`config.mk`:
```
export PLATFORM = sky130hd
export DESIGN_NAME = fir_filter_causal_or_zero_phase_flat
export DESIGN_NICKNAME = d
export VERILOG_FILES = /design/src/design/fir_cz_pkg.sv /design/src/design/fir_cz_channels.sv /design/src/design/fir_cz_ram.sv /design/src/design/fir_cz_ctrl.sv /design/src/design/fir_cz_dp.sv /design/src/design/fir_filter_causal_or_zero_phase.sv /design/src/flat_wrapper.sv
export SDC_FILE = /design/constraint.sdc
export NUM_CORES = 2
export LEC_CHECK = 0
export BUFFER_PORTS_ARGS = -buffer_cell sky130_fd_sc_hd__buf_2
export CORE_UTILIZATION = 26
export CTS_CLUSTER_SIZE = 30
export DETAILED_ROUTE_END_ITERATION = 10
export PLACE_DENSITY = 0.39
export SLEW_MARGIN = 25
export SYNTH_ARGS = -nofsm -noshare
export SYNTH_HDL_FRONTEND = slang
export SYNTH_SLANG_ARGS = --single-unit
```
`constraint.sdc`:
```
create_clock -name clk_i -period 13.1 [get_ports clk_i]
set_clock_uncertainty 0.1 [all_clocks]
set_input_delay 1.965 -clock clk_i [delete_from_list [all_inputs] [get_ports clk_i]]
set_output_delay 1.965 -clock clk_i [all_outputs]
set_load 0.02 [all_outputs]
```
`src/design/fir_cz_pkg.sv`:
```
// shared types and codes of the fir filter block
`timescale 1ns / 1ps
`default_nettype none

package fir_cz_pkg;

  // item command codes
  localparam logic CMD_LOAD   = 1'b0;
  localparam logic CMD_SAMPLE = 1'b1;

  // configuration register indexes
  localparam int unsigned CFG_IDX_W = 1;
  localparam logic [CFG_IDX_W-1:0] CFG_TAP_COUNT  = 1'd0;
  localparam logic [CFG_IDX_W-1:0] CFG_PHASE_MODE = 1'd1;

  // commands from controller to datapath
  typedef struct packed {
    logic load_tap;
    logic take_sample;
    logic mac_start;
    logic mac_issue;
    logic load_out;
    logic flush_step;
    logic finish;
  } cmd_t;

  // status from datapath to controller
  typedef struct packed {
    logic emit_ok;
    logic k_last;
    logic mac_empty;
    logic out_free;
    logic more_flush;
  } sts_t;

endpackage

`default_nettype wire

```
`src/design/fir_cz_channels.sv`:
```
// valid/ready channel interfaces of the fir filter block
`timescale 1ns / 1ps
`default_nettype none

interface fir_cz_in_if #(
  parameter int SW = 16,
  parameter int CW = 16,
  parameter int IW = 6
);
  logic                 valid;
  logic                 ready;
  logic                 cmd;
  logic [IW-1:0]        tap_index;
  logic signed [CW-1:0] tap_value;
  logic signed [SW-1:0] sample;
  logic                 last;

  modport source (output valid, cmd, tap_index, tap_value, sample, last, input ready);
  modport sink   (input valid, cmd, tap_index, tap_value, sample, last, output ready);
endinterface

interface fir_cz_out_if #(
  parameter int SW = 16
);
  logic                 valid;
  logic                 ready;
  logic signed [SW-1:0] filtered;
  logic                 clipped;
  logic                 end_of_signal;

  modport source (output valid, filtered, clipped, end_of_signal, input ready);
  modport sink   (input valid, filtered, clipped, end_of_signal, output ready);
endinterface

interface fir_cz_cfg_if #(
  parameter int DW = 7
);
  logic                               valid;
  logic                               ready;
  logic [fir_cz_pkg::CFG_IDX_W-1:0]   addr;
  logic [DW-1:0]                      data;

  modport source (output valid, addr, data, input ready);
  modport sink   (input valid, addr, data, output ready);
endinterface

`default_nettype wire

```
`src/design/fir_cz_ram.sv`:
```
// generic single-write, single-read ram with registered read data
`timescale 1ns / 1ps
`default_nettype none

module fir_cz_ram #(
  parameter int WIDTH = 16,
  parameter int DEPTH = 64
) (
  input  wire logic                     clk_i,
  input  wire logic                     wr_en_i,
  input  wire logic [$clog2(DEPTH)-1:0] wr_addr_i,
  input  wire logic [WIDTH-1:0]         wr_data_i,
  input  wire logic                     rd_en_i,
  input  wire logic [$clog2(DEPTH)-1:0] rd_addr_i,
  output logic      [WIDTH-1:0]         rd_data_o
);

  logic [WIDTH-1:0] mem_q [DEPTH];

  // write port
  always_ff @(posedge clk_i) begin
    if (wr_en_i) begin
      mem_q[wr_addr_i] <= wr_data_i;
    end
  end

  // registered read port
  always_ff @(posedge clk_i) begin
    if (rd_en_i) begin
      rd_data_o <= mem_q[rd_addr_i];
    end
  end

endmodule

`default_nettype wire

```
`src/design/fir_cz_ctrl.sv`:
```
// sequencing controller: sample intake, mac pass, output hand-off, zero flush
`timescale 1ns / 1ps
`default_nettype none

module fir_cz_ctrl (
  input  wire logic              clk_i,
  input  wire logic              rst_ni,
  input  wire logic              in_valid_i,
  input  wire logic              in_cmd_i,
  output logic                   in_ready_o,
  input  wire fir_cz_pkg::sts_t  sts_i,
  output fir_cz_pkg::cmd_t       cmd_o
);

  typedef enum logic [2:0] {
    ST_IDLE,
    ST_DECIDE,
    ST_MAC,
    ST_DRAIN,
    ST_EMIT,
    ST_ADVANCE
  } state_e;

  state_e state_q, state_d;

  // ready only between items
  assign in_ready_o = (state_q == ST_IDLE);

  // next state and commands
  always_comb begin
    state_d = state_q;
    cmd_o   = '0;
    unique case (state_q)
      ST_IDLE: begin
        if (in_valid_i) begin
          if (in_cmd_i == fir_cz_pkg::CMD_SAMPLE) begin
            cmd_o.take_sample = 1'b1;
            state_d           = ST_DECIDE;
          end else begin
            cmd_o.load_tap = 1'b1;
          end
        end
      end
      ST_DECIDE: begin
        if (sts_i.emit_ok) begin
          cmd_o.mac_start = 1'b1;
          state_d         = ST_MAC;
        end else begin
          state_d = ST_ADVANCE;
        end
      end
      ST_MAC: begin
        cmd_o.mac_issue = 1'b1;
        if (sts_i.k_last) begin
          state_d = ST_DRAIN;
        end
      end
      ST_DRAIN: begin
        if (sts_i.mac_empty) begin
          state_d = ST_EMIT;
        end
      end
      ST_EMIT: begin
        if (sts_i.out_free) begin
          cmd_o.load_out = 1'b1;
          state_d        = ST_ADVANCE;
        end
      end
      ST_ADVANCE: begin
        if (sts_i.more_flush) begin
          cmd_o.flush_step = 1'b1;
          state_d          = ST_DECIDE;
        end else begin
          cmd_o.finish = 1'b1;
          state_d      = ST_IDLE;
        end
      end
      default: begin
        state_d = ST_IDLE;
      end
    endcase
  end

  // state register
  always_ff @(posedge clk_i or negedge rst_ni) begin
    if (!rst_ni) begin
      state_q <= ST_IDLE;
    end else begin
      state_q <= state_d;
    end
  end

endmodule

`default_nettype wire

```
`src/design/fir_cz_dp.sv`:
```
// datapath: config, tap and history rams, mac pipeline, rounding and output register
`timescale 1ns / 1ps
`default_nettype none

module fir_cz_dp #(
  parameter int MAX_TAPS     = 64,
  parameter int SAMPLE_WIDTH = 16,
  parameter int COEF_WIDTH   = 16,
  localparam int IW          = $clog2(MAX_TAPS),
  localparam int CNT_W       = $clog2(MAX_TAPS + 1)
) (
  input  wire logic                            clk_i,
  input  wire logic                            rst_ni,
  input  wire fir_cz_pkg::cmd_t                cmd_i,
  output fir_cz_pkg::sts_t                     sts_o,
  input  wire logic                            cfg_we_i,
  input  wire logic [fir_cz_pkg::CFG_IDX_W-1:0] cfg_addr_i,
  input  wire logic [CNT_W-1:0]                cfg_data_i,
  input  wire logic [IW-1:0]                   tap_index_i,
  input  wire logic signed [COEF_WIDTH-1:0]    tap_value_i,
  input  wire logic signed [SAMPLE_WIDTH-1:0]  sample_i,
  input  wire logic                            last_i,
  input  wire logic                            out_ready_i,
  output logic                                 out_valid_o,
  output logic signed [SAMPLE_WIDTH-1:0]       filtered_o,
  output logic                                 clipped_o,
  output logic                                 end_o
);

  localparam int SW    = SAMPLE_WIDTH;
  localparam int CW    = COEF_WIDTH;
  localparam int PW    = SW + CW;
  localparam int ACC_W = PW + CNT_W;
  localparam int RS_W  = ACC_W - (CW - 2);
  localparam logic [ACC_W-1:0] RND_HALF = ACC_W'(1) << (CW - 3);
  localparam logic signed [RS_W-1:0] SAT_HI = RS_W'({1'b0, {(SW - 1){1'b1}}});
  localparam logic signed [RS_W-1:0] SAT_LO = ~SAT_HI;
  localparam logic [CNT_W-1:0] TAPS_MAX = CNT_W'(MAX_TAPS);
  localparam logic [IW-1:0]    PTR_TOP  = IW'(MAX_TAPS - 1);

  logic [CNT_W-1:0]       tap_count_q;
  logic                   phase_mode_q;
  logic [IW-1:0]          wp_q, wp_d;
  logic [CNT_W-1:0]       len_q, seen_q, j_q, k_q;
  logic                   last_q;
  logic [IW-1:0]          rp_q;
  logic                   v_rd_q, v_mul_q, zero_rd_q;
  logic signed [PW-1:0]   prod_q;
  logic signed [ACC_W-1:0] acc_q;
  logic                   out_valid_q;
  logic signed [SW-1:0]   filtered_q;
  logic                   clipped_q, end_q;

  logic [CNT_W-1:0]       taps_use, half_taps;
  logic [IW-1:0]          coef_waddr;
  logic                   hist_we;
  logic [SW-1:0]          hist_wdata, hist_rdata;
  logic [CW-1:0]          coef_rdata;
  logic                   clear_sig;
  logic signed [ACC_W-1:0] acc_rnd;
  logic signed [RS_W-1:0] rs;
  logic                   clip_hi, clip_lo;

  // taps in use: zero acts as one, large values clamp to the store depth
  always_comb begin
    if (tap_count_q == '0) begin
      taps_use = CNT_W'(1);
    end else if (tap_count_q > TAPS_MAX) begin
      taps_use = TAPS_MAX;
    end else begin
      taps_use = tap_count_q;
    end
  end
  assign half_taps = taps_use >> 1;

  // configuration registers
  always_ff @(posedge clk_i or negedge rst_ni) begin
    if (!rst_ni) begin
      tap_count_q  <= CNT_W'(1);
      phase_mode_q <= 1'b0;
    end else if (cfg_we_i) begin
      unique case (cfg_addr_i)
        fir_cz_pkg::CFG_TAP_COUNT:  tap_count_q  <= cfg_data_i;
        fir_cz_pkg::CFG_PHASE_MODE: phase_mode_q <= cfg_data_i[0];
        default: ;
      endcase
    end
  end

  // tap index wraps at the store depth
  assign coef_waddr = ({1'b0, tap_index_i} >= (IW + 1)'(MAX_TAPS))
                      ? IW'({1'b0, tap_index_i} - (IW + 1)'(MAX_TAPS)) : tap_index_i;

  // history write: a real sample or a flush zero at the next ring slot
  assign hist_we    = cmd_i.take_sample | cmd_i.flush_step;
  assign hist_wdata = cmd_i.take_sample ? sample_i : '0;
  assign wp_d       = (wp_q == PTR_TOP) ? '0 : wp_q + IW'(1);
  assign clear_sig  = cmd_i.finish & last_q;

  fir_cz_ram #(.WIDTH(CW), .DEPTH(MAX_TAPS)) u_coef_ram (
    .clk_i     (clk_i),
    .wr_en_i   (cmd_i.load_tap),
    .wr_addr_i (coef_waddr),
    .wr_data_i (tap_value_i),
    .rd_en_i   (cmd_i.mac_issue),
    .rd_addr_i (k_q[IW-1:0]),
    .rd_data_o (coef_rdata)
  );

  fir_cz_ram #(.WIDTH(SW), .DEPTH(MAX_TAPS)) u_hist_ram (
    .clk_i     (clk_i),
    .wr_en_i   (hist_we),
    .wr_addr_i (wp_d),
    .wr_data_i (hist_wdata),
    .rd_en_i   (cmd_i.mac_issue),
    .rd_addr_i (rp_q),
    .rd_data_o (hist_rdata)
  );

  // history bookkeeping: ring pointer, fill count, seen count, flush step
  always_ff @(posedge clk_i or negedge rst_ni) begin
    if (!rst_ni) begin
      wp_q   <= '0;
      len_q  <= '0;
      seen_q <= '0;
      j_q    <= '0;
      last_q <= 1'b0;
    end else begin
      if (hist_we) begin
        wp_q <= wp_d;
        if (len_q != TAPS_MAX) begin
          len_q <= len_q + CNT_W'(1);
        end
      end
      if (cmd_i.take_sample) begin
        last_q <= last_i;
        j_q    <= '0;
        if (seen_q != '1) begin
          seen_q <= seen_q + CNT_W'(1);
        end
      end
      if (cmd_i.flush_step) begin
        j_q <= j_q + CNT_W'(1);
      end
      if (clear_sig) begin
        len_q  <= '0;
        seen_q <= '0;
      end
    end
  end

  // mac control: tap counter and pipeline valids
  always_ff @(posedge clk_i or negedge rst_ni) begin
    if (!rst_ni) begin
      k_q     <= '0;
      v_rd_q  <= 1'b0;
      v_mul_q <= 1'b0;
    end else begin
      if (cmd_i.mac_start) begin
        k_q <= '0;
      end else if (cmd_i.mac_issue) begin
        k_q <= k_q + CNT_W'(1);
      end
      v_rd_q  <= cmd_i.mac_issue;
      v_mul_q <= v_rd_q;
    end
  end

  // mac data: read pointer walks back from newest, product, accumulate
  always_ff @(posedge clk_i) begin
    if (cmd_i.mac_start) begin
      rp_q <= wp_q;
    end else if (cmd_i.mac_issue) begin
      rp_q <= (rp_q == '0) ? PTR_TOP : rp_q - IW'(1);
    end
    zero_rd_q <= (k_q >= len_q);
    if (v_rd_q) begin
      if (zero_rd_q) begin
        prod_q <= '0;
      end else begin
        prod_q <= $signed(hist_rdata) * $signed(coef_rdata);
      end
    end
    if (cmd_i.mac_start) begin
      acc_q <= '0;
    end else if (v_mul_q) begin
      acc_q <= acc_q + ACC_W'(prod_q);
    end
  end

  // round half up to q1.15 and saturate
  assign acc_rnd = acc_q + $signed(RND_HALF);
  assign rs      = acc_rnd[ACC_W-1:CW-2];
  assign clip_hi = rs > SAT_HI;
  assign clip_lo = rs < SAT_LO;

  // output register
  always_ff @(posedge clk_i or negedge rst_ni) begin
    if (!rst_ni) begin
      out_valid_q <= 1'b0;
    end else if (cmd_i.load_out) begin
      out_valid_q <= 1'b1;
    end else if (out_ready_i) begin
      out_valid_q <= 1'b0;
    end
  end

  always_ff @(posedge clk_i) begin
    if (cmd_i.load_out) begin
      filtered_q <= clip_hi ? SAT_HI[SW-1:0] : (clip_lo ? SAT_LO[SW-1:0] : rs[SW-1:0]);
      clipped_q  <= clip_hi | clip_lo;
      end_q      <= phase_mode_q ? (last_q && (j_q == half_taps)) : last_q;
    end
  end

  assign out_valid_o = out_valid_q;
  assign filtered_o  = filtered_q;
  assign clipped_o   = clipped_q;
  assign end_o       = end_q;

  // status to the controller
  always_comb begin
    sts_o            = '0;
    sts_o.emit_ok    = !phase_mode_q ||
                       (({1'b0, seen_q} + {1'b0, j_q}) > {1'b0, half_taps});
    sts_o.k_last     = (k_q == taps_use - CNT_W'(1));
    sts_o.mac_empty  = !v_rd_q && !v_mul_q;
    sts_o.out_free   = !out_valid_q || out_ready_i;
    sts_o.more_flush = phase_mode_q && last_q && (j_q != half_taps);
  end

  // a result is only loaded into a free output register
  assert property (@(posedge clk_i) disable iff (!rst_ni)
    cmd_i.load_out |-> (!out_valid_q || out_ready_i))
    else $error("result loaded over an unread output");

  // the mac never reads past the taps in use
  assert property (@(posedge clk_i) disable iff (!rst_ni)
    cmd_i.mac_issue |-> (k_q < taps_use))
    else $error("mac read beyond tap count");

  // fill count stays within the ring
  assert property (@(posedge clk_i) disable iff (!rst_ni)
    len_q <= TAPS_MAX)
    else $error("history fill count overflow");

  // end of a signal leaves an empty history
  assert property (@(posedge clk_i) disable iff (!rst_ni)
    clear_sig |=> (len_q == '0 && seen_q == '0))
    else $error("history not cleared after last sample");

  // flush zeros only happen on the last sample in centered mode
  assert property (@(posedge clk_i) disable iff (!rst_ni)
    cmd_i.flush_step |-> (phase_mode_q && last_q))
    else $error("zero flush outside a centered last sample");

endmodule

`default_nettype wire

```
`src/design/fir_filter_causal_or_zero_phase.sv`:
```
// Direct-form FIR filter over finite sample streams, causal or zero-phase centered.
// Load items (cmd 0) write one Q2.14 tap and are taken in the idle state. A sample item
// (cmd 1) shifts a Q1.15 sample into the history and, when it gives a result, runs one
// multiply-accumulate per tap over a shared multiplier. A sample item that gives a result
// holds the input through these steps: intake, decide, one read per tap in use from the
// tap and history rams (registered reads), a drain of the read, product and accumulate
// stages, a load of the result register and the advance step. A result that still waits
// in the output register stalls the item until it is taken. In causal mode each sample
// gives one result. In zero-phase mode the first floor(taps/2) results of a signal are
// held back and the last sample flushes them with zeros, giving up to floor(taps/2)+1
// results from that item. The result register lets the next item enter while a result waits.
// Configuration is to be written only while no item is in flight; the block itself does
// not enforce this. Cfg ready is always high.
`timescale 1ns / 1ps
`default_nettype none

module fir_filter_causal_or_zero_phase #(
  parameter int MAX_TAPS     = 64,
  parameter int SAMPLE_WIDTH = 16,
  parameter int COEF_WIDTH   = 16
) (
  input  wire logic    clk_i,
  input  wire logic    rst_ni,
  fir_cz_in_if.sink    in_i,
  fir_cz_out_if.source out_o,
  fir_cz_cfg_if.sink   cfg_i
);

  localparam int IW    = $clog2(MAX_TAPS);
  localparam int CNT_W = $clog2(MAX_TAPS + 1);

  fir_cz_pkg::cmd_t cmd;
  fir_cz_pkg::sts_t sts;
  logic             in_ready;

  // configuration writes are always taken
  assign cfg_i.ready = 1'b1;
  assign in_i.ready  = in_ready;

  fir_cz_ctrl u_ctrl (
    .clk_i      (clk_i),
    .rst_ni     (rst_ni),
    .in_valid_i (in_i.valid),
    .in_cmd_i   (in_i.cmd),
    .in_ready_o (in_ready),
    .sts_i      (sts),
    .cmd_o      (cmd)
  );

  fir_cz_dp #(
    .MAX_TAPS     (MAX_TAPS),
    .SAMPLE_WIDTH (SAMPLE_WIDTH),
    .COEF_WIDTH   (COEF_WIDTH)
  ) u_dp (
    .clk_i       (clk_i),
    .rst_ni      (rst_ni),
    .cmd_i       (cmd),
    .sts_o       (sts),
    .cfg_we_i    (cfg_i.valid),
    .cfg_addr_i  (cfg_i.addr),
    .cfg_data_i  (CNT_W'(cfg_i.data)),
    .tap_index_i (IW'(in_i.tap_index)),
    .tap_value_i (in_i.tap_value),
    .sample_i    (in_i.sample),
    .last_i      (in_i.last),
    .out_ready_i (out_o.ready),
    .out_valid_o (out_o.valid),
    .filtered_o  (out_o.filtered),
    .clipped_o   (out_o.clipped),
    .end_o       (out_o.end_of_signal)
  );

endmodule

`default_nettype wire
```
`src/flat_wrapper.sv`:
```
// flat-port wrapper written by rule: the top's interface ports become plain ports
module fir_filter_causal_or_zero_phase_flat 
#(
  parameter int MAX_TAPS     = 64,
  parameter int SAMPLE_WIDTH = 16,
  parameter int COEF_WIDTH   = 16
)
  (clk_i, rst_ni, in_i_valid, in_i_cmd, in_i_tap_index, in_i_tap_value, in_i_sample, in_i_last, in_i_ready, out_o_valid, out_o_filtered, out_o_clipped, out_o_end_of_signal, out_o_ready, cfg_i_valid, cfg_i_addr, cfg_i_data, cfg_i_ready);
  fir_cz_in_if in_i_i ();
  fir_cz_out_if out_o_i ();
  fir_cz_cfg_if cfg_i_i ();
  input  wire logic clk_i;
  input  wire logic rst_ni;
  input wire logic [$bits(in_i_i.valid)-1:0] in_i_valid;
  input wire logic [$bits(in_i_i.cmd)-1:0] in_i_cmd;
  input wire logic [$bits(in_i_i.tap_index)-1:0] in_i_tap_index;
  input wire logic [$bits(in_i_i.tap_value)-1:0] in_i_tap_value;
  input wire logic [$bits(in_i_i.sample)-1:0] in_i_sample;
  input wire logic [$bits(in_i_i.last)-1:0] in_i_last;
  output wire logic [$bits(in_i_i.ready)-1:0] in_i_ready;
  output wire logic [$bits(out_o_i.valid)-1:0] out_o_valid;
  output wire logic [$bits(out_o_i.filtered)-1:0] out_o_filtered;
  output wire logic [$bits(out_o_i.clipped)-1:0] out_o_clipped;
  output wire logic [$bits(out_o_i.end_of_signal)-1:0] out_o_end_of_signal;
  input wire logic [$bits(out_o_i.ready)-1:0] out_o_ready;
  input wire logic [$bits(cfg_i_i.valid)-1:0] cfg_i_valid;
  input wire logic [$bits(cfg_i_i.addr)-1:0] cfg_i_addr;
  input wire logic [$bits(cfg_i_i.data)-1:0] cfg_i_data;
  output wire logic [$bits(cfg_i_i.ready)-1:0] cfg_i_ready;
  assign in_i_i.valid = in_i_valid;
  assign in_i_i.cmd = in_i_cmd;
  assign in_i_i.tap_index = in_i_tap_index;
  assign in_i_i.tap_value = in_i_tap_value;
  assign in_i_i.sample = in_i_sample;
  assign in_i_i.last = in_i_last;
  assign in_i_ready = in_i_i.ready;
  assign out_o_valid = out_o_i.valid;
  assign out_o_filtered = out_o_i.filtered;
  assign out_o_clipped = out_o_i.clipped;
  assign out_o_end_of_signal = out_o_i.end_of_signal;
  assign out_o_i.ready = out_o_ready;
  assign cfg_i_i.valid = cfg_i_valid;
  assign cfg_i_i.addr = cfg_i_addr;
  assign cfg_i_i.data = cfg_i_data;
  assign cfg_i_ready = cfg_i_i.ready;
  fir_filter_causal_or_zero_phase #(.MAX_TAPS(MAX_TAPS), .SAMPLE_WIDTH(SAMPLE_WIDTH), .COEF_WIDTH(COEF_WIDTH)) u_core (.clk_i(clk_i), .rst_ni(rst_ni), .in_i(in_i_i), .out_o(out_o_i), .cfg_i(cfg_i_i));
endmodule
```
======== Word level (Yosys, flattened, before mapping) ========
Memory sizes are Yosys's and may differ from the RTL's. A register that Yosys moved wholly into a read port is not among the register bits.
Index checks and enable logic that the tools add are counted.
storage, ports and cells
  flip-flop bits (word level) ............. 145
  RAM bits ................................ 2,048
  bits of input ports ..................... 53
  word-level logic and storage cells ...... 127
  memories ................................ 2
memories
  memory                        words  width  read ports  clocked after memory_dff  write ports  line              source
  u_core.u_dp.u_coef_ram.mem_q  64     16     1           1                         1            fir_cz_ram.sv:18  logic [WIDTH-1:0] mem_q [DEPTH];
  u_core.u_dp.u_hist_ram.mem_q  64     16     1           1                         1            fir_cz_ram.sv:18
cells by class
  add/subtract/negate cells ............... 10
  multipliers ............................. 1
  magnitude comparators ................... 5
  equality and inequality tests ........... 16
  multiplexer cells ....................... 45
  bitwise operators ....................... 4
  reductions and logical operators ........ 25
operators with widths
  kind                    count
  $mux 7                  12
  $add 39x15->39 const B  1
  $add 39x32->39          1
  $mul 16x16->32          1
  $mux 16                 2
  $add 7x1->7 const B     4
  $gt 25x16->1 const B    1
  $lt 25x16->1 const B    1
  $mux 6                  4
  $mux 3                  6
  $pmux 3 s6              1
  $mux 1                  17
  $ne 7x7->1 const B      2
  $reduce_bool 2->1       7
  $add 7x7->8             1
  $gt 8x6->1              1
  $reduce_and 2->1        4
  $eq 7x6->1              1
  $eq 7x7->1              1
  $ge 7x7->1              1
  $gt 7x7->1 const B      1
  $logic_not 7->1         1
  $ne 7x6->1              1
  $sub 7x1->7 const B     1
  other kinds (18)        33

======== Depth between registers and ports, before layout ========
  depth in word-level cells ............... 10
  mapped depth ............................ 23

======== Modules after synthesis ========
A second synthesis with hierarchy kept.
second synthesis, totals
  cells, all modules ...................... 5,816
  area total of the unflattened synthesis .. 99,833.2 µm²
modules (own cells, without submodules)
  module                           instances  cells each  area an instance (µm²)  sequential area each (µm²)
  fir_cz_ram                       2          1,829       40,202.3                31,230.0
  fir_cz_dp                        1          2,121       19,137.1                3,634.7
  fir_cz_ctrl                      1          35          280.3                   75.1
  fir_filter_causal_or_zero_phase  1          2           11.3                    0.0

======== Least setup slack after synthesis ========
Ideal clock, no wire load.
  path type ............................... register to register
  start ................................... reg u_core.u_dp.u_hist_ram.rd_data_o[15] (read register of u_core.u_dp.u_hist_ram.mem_q)
  end ..................................... reg u_core.u_dp.prod_q[29], data pin
  setup time .............................. 0.266 ns
  arrival ................................. 5.862 ns
  setup slack ............................. 6.872 ns
  stages on the path, launching flop included .. 22
  clock period less this slack ............ 6.228 ns
  cell sequence ........................... edfxtp_1 > clkbuf_1 > nand2_1 > inv_1 > fa_1 > fa_1 > fa_1 > fa_1 > fa_1 > inv_1 > fa_1 > inv_1 > ha_1 > a21oi_1 > inv_1 > a21oi_1 > o221ai_1 > or3_1 > o211ai_1 > o21ai_0 > xnor2_1 > nor2_1
on the way
  cells in the longest elaborated chain, start to end .. 1
ends and longest elaborated chain
  item                  line              source
  start, declared       fir_cz_ram.sv:15  output logic [WIDTH-1:0] rd_data_o
  $mul 16x16->32        fir_cz_dp.sv:181  prod_q <= $signed(hist_rdata) * $signed(coef_rdata);
  end signal, assigned  fir_cz_dp.sv:181
  end, declared         fir_cz_dp.sv:48   logic signed [PW-1:0] prod_q;
No other way between the ends.
A chain may end at the register's enable or synchronous reset.

======== Worst setup path in the final report ========
  start ................................... reg u_core.u_dp.u_coef_ram.rd_data_o[1] (read register of u_core.u_dp.u_coef_ram.mem_q)
  end ..................................... reg u_core.u_dp.prod_q[31], data pin
on the way
  cells in the longest elaborated chain, start to end .. 1
ends and longest elaborated chain
  item             line
  start, declared  fir_cz_ram.sv:15
  $mul 16x16->32   fir_cz_dp.sv:181
No other way between the ends.

==> impl_summary.txt <==
----------------------------------------------------
[STA]
  Setup violation total in the final timing report ... 0
  Post-Route Setup TNS ... 0 ps
  Max_slew headroom ... 32.65%
  Endpoints failing hold ... 0
  Setup repair after global routing missed its margin ... no
  Min cycle time layout ... 6875 ps
  Max-slew violation count ... 0
  Ratio of final minimum period to clock period ... 52.48%
  Slew at the pin closest to its max-slew limit ... 1007 ps
  Maximum operating frequency ... 145.5 MHz

[Yosys]
  Fraction of registers with async set/reset ... 2.202%
  Main area contributors after synthesis ... sky130_fd_sc_hd__edfxtp_1 (65%), sky130_fd_sc_hd__mux4_2 (15%), sky130_fd_sc_hd__fa_1 (5.4%)
  Net Count, Synth ... 5739
  Post-synthesis cell count ... 5272
  Predominant post-synthesis flop cell ... sky130_fd_sc_hd__edfxtp_1
  Number of synthesized flops with an enable pin ... 2136
  Fraction of post-synthesis cell area in the top cell type by area ... 65.16%
  Register bit total from synthesis ... 2225
  Number of synthesis warnings ... 0
  Unique cell type count in the Yosys netlist ... 85
  Mapped cell area ... 98440 um2
  Share of synthesized area occupied by flip-flops and latches ... 67.22%
  Average instance area after synthesis ... 18.67 um2
  Biggest area consumer among synthesized cells ... sky130_fd_sc_hd__edfxtp_1

[Floorplan]
  Overall die width ... 617.3 um
  Core area ... 376100 um2
  Area of the die ... 381100 um2
  Initial core utilization ... 26.17%
  Die boundary height ... 617.3 um
  Number of primary I/O pins ... 74
  Total number of placement rows ... 225

[Clock network]
  Count of hold buffers inserted by post-cts repair ... 0
  TritonCTS clock tree ... built
  Maximum number of buffers from clock root to sink ... 4
  Number of levels the H-tree was split into ... 5
  Clock-pin transition on the worst setup and hold timing paths ... 60 ps
  Post-CTS setup repair buffer count ... 0
  Clock Latency Late Sink ... 910 ps
  Number of instances resized during post-cts repair ... 0
  Sinks on the clock net ... 2225
  Buffer cell driving the clock tree root ... sky130_fd_sc_hd__clkbuf_16
  Number of buffers inserted during clock tree synthesis ... 271

[Final layout]
  Area used by multi-input combinational logic ... 30440 um2
  Total of fill cells in the finished design ... 36.89k
  Area used by sequential logic in the layout ... 66190 um2
  Relative area change from synthesis to final layout ... 15.97%
  Fraction of layout instances using a drive strength above 1 ... 24.52%
  Final net count ... 6009

[Global routing]
  Maximum number of pins on one net before global-route repair ... 100
  GRT Overall Usage ... 14.61%
  Number of antenna violations at the first check in global routing ... 18
  Vias in the first global route ... 51.86k
  Grt ovf ... 0
  First-pass GRT wire length ... 400300 um

[Detailed routing]
  Wirelength, routed ... 281800 um
  Total via count in the routed design ... 49.16k
  DRT antenna net count ... 0
  Detailed-route vias per instance ... 4.572
  DRC violations left ... 0
  Initial DRT Pass Iterations ... 5
  Number of DRC markers after the initial detailed-route iteration ... 3602
  Final routed wire length divided by cell count ... 26.21 um

[Run]
  Number of max-cap violations ... 0

[Hold path]
  HP Class ... reg -> reg
  Worst hold path stage count ... 2
  Hold endpoint ... u_core.u_dp.acc_q[8]$_SDFFE_PP0P_
  Origin of the worst min-delay path ... u_core.u_dp.acc_q[8]$_SDFFE_PP0P_

[Critical path]
  Critical path class ... reg -> reg
  Internal reg-to-reg setup slack ... 6230 ps
  Data arrival, critical path ... 7370 ps
  FF-to-FF path depth ... 20
  Required arrival time at the worst endpoint ... 13590 ps
  Critical path launch point type ... flip-flop
  Worst-path maximum fanout ... 16
  Sort of element at the end of the critical path ... flip-flop
  Reg-to-reg critical path endpoint ... u_core.u_dp.prod_q[31]$_SDFFCE_PP0P_
  Launch point of the worst reg-to-reg path ... u_core.u_dp.u_coef_ram.rd_data_o[1]$_DFFE_PP_

[Place]
  Port-buffer cells ... 72
  Final RePlAce weighted congestion ... 0.7931
  Placed wire-length estimate after detailed placement ... 172400 um

[Status]
  Outcome ... finished, final reports clean

----------------------------------------------------
## kinds of logic (layout without fill, tap and decap cells)
logic type | count (synthesis) | in the layout | synth area share [%]
buf+inv | 584 | 1063 | 2.318
xor+xnor | 120 | 120 | 1.068
fa+ha+maj | 414 | 414 | 7.275
flops | 2225 | 2225 | 67.22
simple gates | 876 | 876 | 4.340
mux | 713 | 713 | 15.57
compound gates | 339 | 339 | 2.205
other cells | 1 | 7 | 0.003809
## through the flow
step | cell area [um2] | std cells | setup slack [ps] | utilization (%) | hold slack, ps
finish | 114200 | 10750 | 6225 | 30.35 | 393.5
global route | 114200 | 10750 | 5741 | 30.35 | 410.4
CTS | 114100 | 10750 | 6139 | 30.35 | 398.6
detailed placement | 105800 | 10260 | 6143 | 28.14 | 388.3
global placement | 105800 | 10260 | 6256 | 28.13 | 377.6
floorplan | 98440 | 5272 | 6872 | - | 360.1
## final cells by class
type	count	area share [%]
Antenna cell	6	0.01315
Timing Repair Buffer	241	1.466
Clock inverter	144	0.9447
Tap cell	4994	5.473
Sequential cell	2225	57.97
Inverter	340	1.118
Clock buffer	338	6.345
Multi-Input combinational cell	2463	26.67
## cell usage in the layout (no fill, tap or decap), types with 69 or more instances in the layout
cell,n
sky130_fd_sc_hd__edfxtp_1,2136
sky130_fd_sc_hd__mux4_2,654
sky130_fd_sc_hd__inv_1,338
sky130_fd_sc_hd__clkbuf_16,280
sky130_fd_sc_hd__fa_1,264
sky130_fd_sc_hd__nand2_1,215
sky130_fd_sc_hd__nor2_1,186
sky130_fd_sc_hd__buf_4,169
sky130_fd_sc_hd__ha_1,150
sky130_fd_sc_hd__and2_1,126
sky130_fd_sc_hd__a21oi_1,87
sky130_fd_sc_hd__xnor2_1,70
sky130_fd_sc_hd__buf_2,69
## worst max-delay path by stage
stage                                                    from                                    to  slack, ps
2_1_floorplan  u_core.u_dp.u_hist_ram.rd_data_o[15]$_DFFE_PP_  u_core.u_dp.prod_q[29]$_SDFFCE_PP0P_       6870
3_3_place_gp    u_core.u_dp.u_hist_ram.rd_data_o[7]$_DFFE_PP_  u_core.u_dp.prod_q[23]$_SDFFCE_PP0P_       6260
3_5_place_dp    u_core.u_dp.u_coef_ram.rd_data_o[1]$_DFFE_PP_  u_core.u_dp.prod_q[31]$_SDFFCE_PP0P_       6140
4_1_cts         u_core.u_dp.u_coef_ram.rd_data_o[1]$_DFFE_PP_  u_core.u_dp.prod_q[31]$_SDFFCE_PP0P_       6140
5_1_grt         u_core.u_dp.u_coef_ram.rd_data_o[1]$_DFFE_PP_  u_core.u_dp.prod_q[31]$_SDFFCE_PP0P_       5740
6_report        u_core.u_dp.u_coef_ram.rd_data_o[1]$_DFFE_PP_  u_core.u_dp.prod_q[31]$_SDFFCE_PP0P_       6230
## Yosys cell counts, drive strengths merged, types with 70 or more instances
| library cell | count |
|---|---|
| nor2 | 284 |
| buf | 81 |
| clkbuf | 163 |
| xnor2 | 70 |
| inv | 340 |
| a21oi | 89 |
| and2 | 142 |
| nand2 | 215 |
| ha | 150 |
| edfxtp | 2136 |
| o21ai | 75 |
| mux4 | 654 |
| fa | 264 |
## per-layer routing
| layer | GRT usage [%] | routed length (um) | vias to the layer above | share of wire [%] |
|---|---|---|---|---|
| li1 | - | - | 21190 | - |
| met1 | 20.55 | 131100 | 26750 | 47 |
| met2 | 24.04 | 134700 | 892 | 48 |
| met3 | 2.067 | 10620 | 316 | 3.8 |
| met4 | 2.990 | 5288 | 4 | 1.9 |
| met5 | 0 | 19 | - | 0.0067 |
## critical path, stage by stage, from the launching register on
cell                       delay (ps)
sky130_fd_sc_hd__edfxtp_1         740
sky130_fd_sc_hd__nand2_1          200
sky130_fd_sc_hd__inv_1            170
sky130_fd_sc_hd__fa_1             540
sky130_fd_sc_hd__fa_1             820
sky130_fd_sc_hd__fa_1             510
sky130_fd_sc_hd__fa_1             520
sky130_fd_sc_hd__fa_1             500
sky130_fd_sc_hd__inv_1             60
sky130_fd_sc_hd__fa_1             470
sky130_fd_sc_hd__inv_1             40
sky130_fd_sc_hd__ha_1             350
sky130_fd_sc_hd__a21oi_1          160
sky130_fd_sc_hd__inv_1             70
sky130_fd_sc_hd__a21oi_1          200
sky130_fd_sc_hd__o221ai_1         180
sky130_fd_sc_hd__or3_1            340
sky130_fd_sc_hd__o211ai_1         260
sky130_fd_sc_hd__a21oi_1          120
sky130_fd_sc_hd__xnor2_1          170
sky130_fd_sc_hd__nor2_1            60
## sequential cells by signal (all words and copies together) (netlist names), 3 cells and up
| register | count |
|---|---|
| u_core.u_dp.seen_q | 7 |
| u_core.u_dp.prod_q | 32 |
| u_core.u_dp.len_q | 7 |
| u_core.u_ctrl.state_q | 3 |
| u_core.u_dp.filtered_o | 16 |
| u_core.u_dp.wp_q | 6 |
| u_core.u_dp.u_coef_ram.mem_q | 1024 |
| u_core.u_dp.j_q | 7 |
| u_core.u_dp.tap_count_q | 7 |
| u_core.u_dp.u_hist_ram.mem_q | 1024 |
| u_core.u_dp.acc_q | 39 |
| u_core.u_dp.u_hist_ram.rd_data_o | 16 |
| u_core.u_dp.u_coef_ram.rd_data_o | 16 |
| u_core.u_dp.k_q | 7 |
| u_core.u_dp.rp_q | 6 |
Power is not shown: default switching activity piles up to over one toggle a cycle in this logic, so the estimate is an artifact.
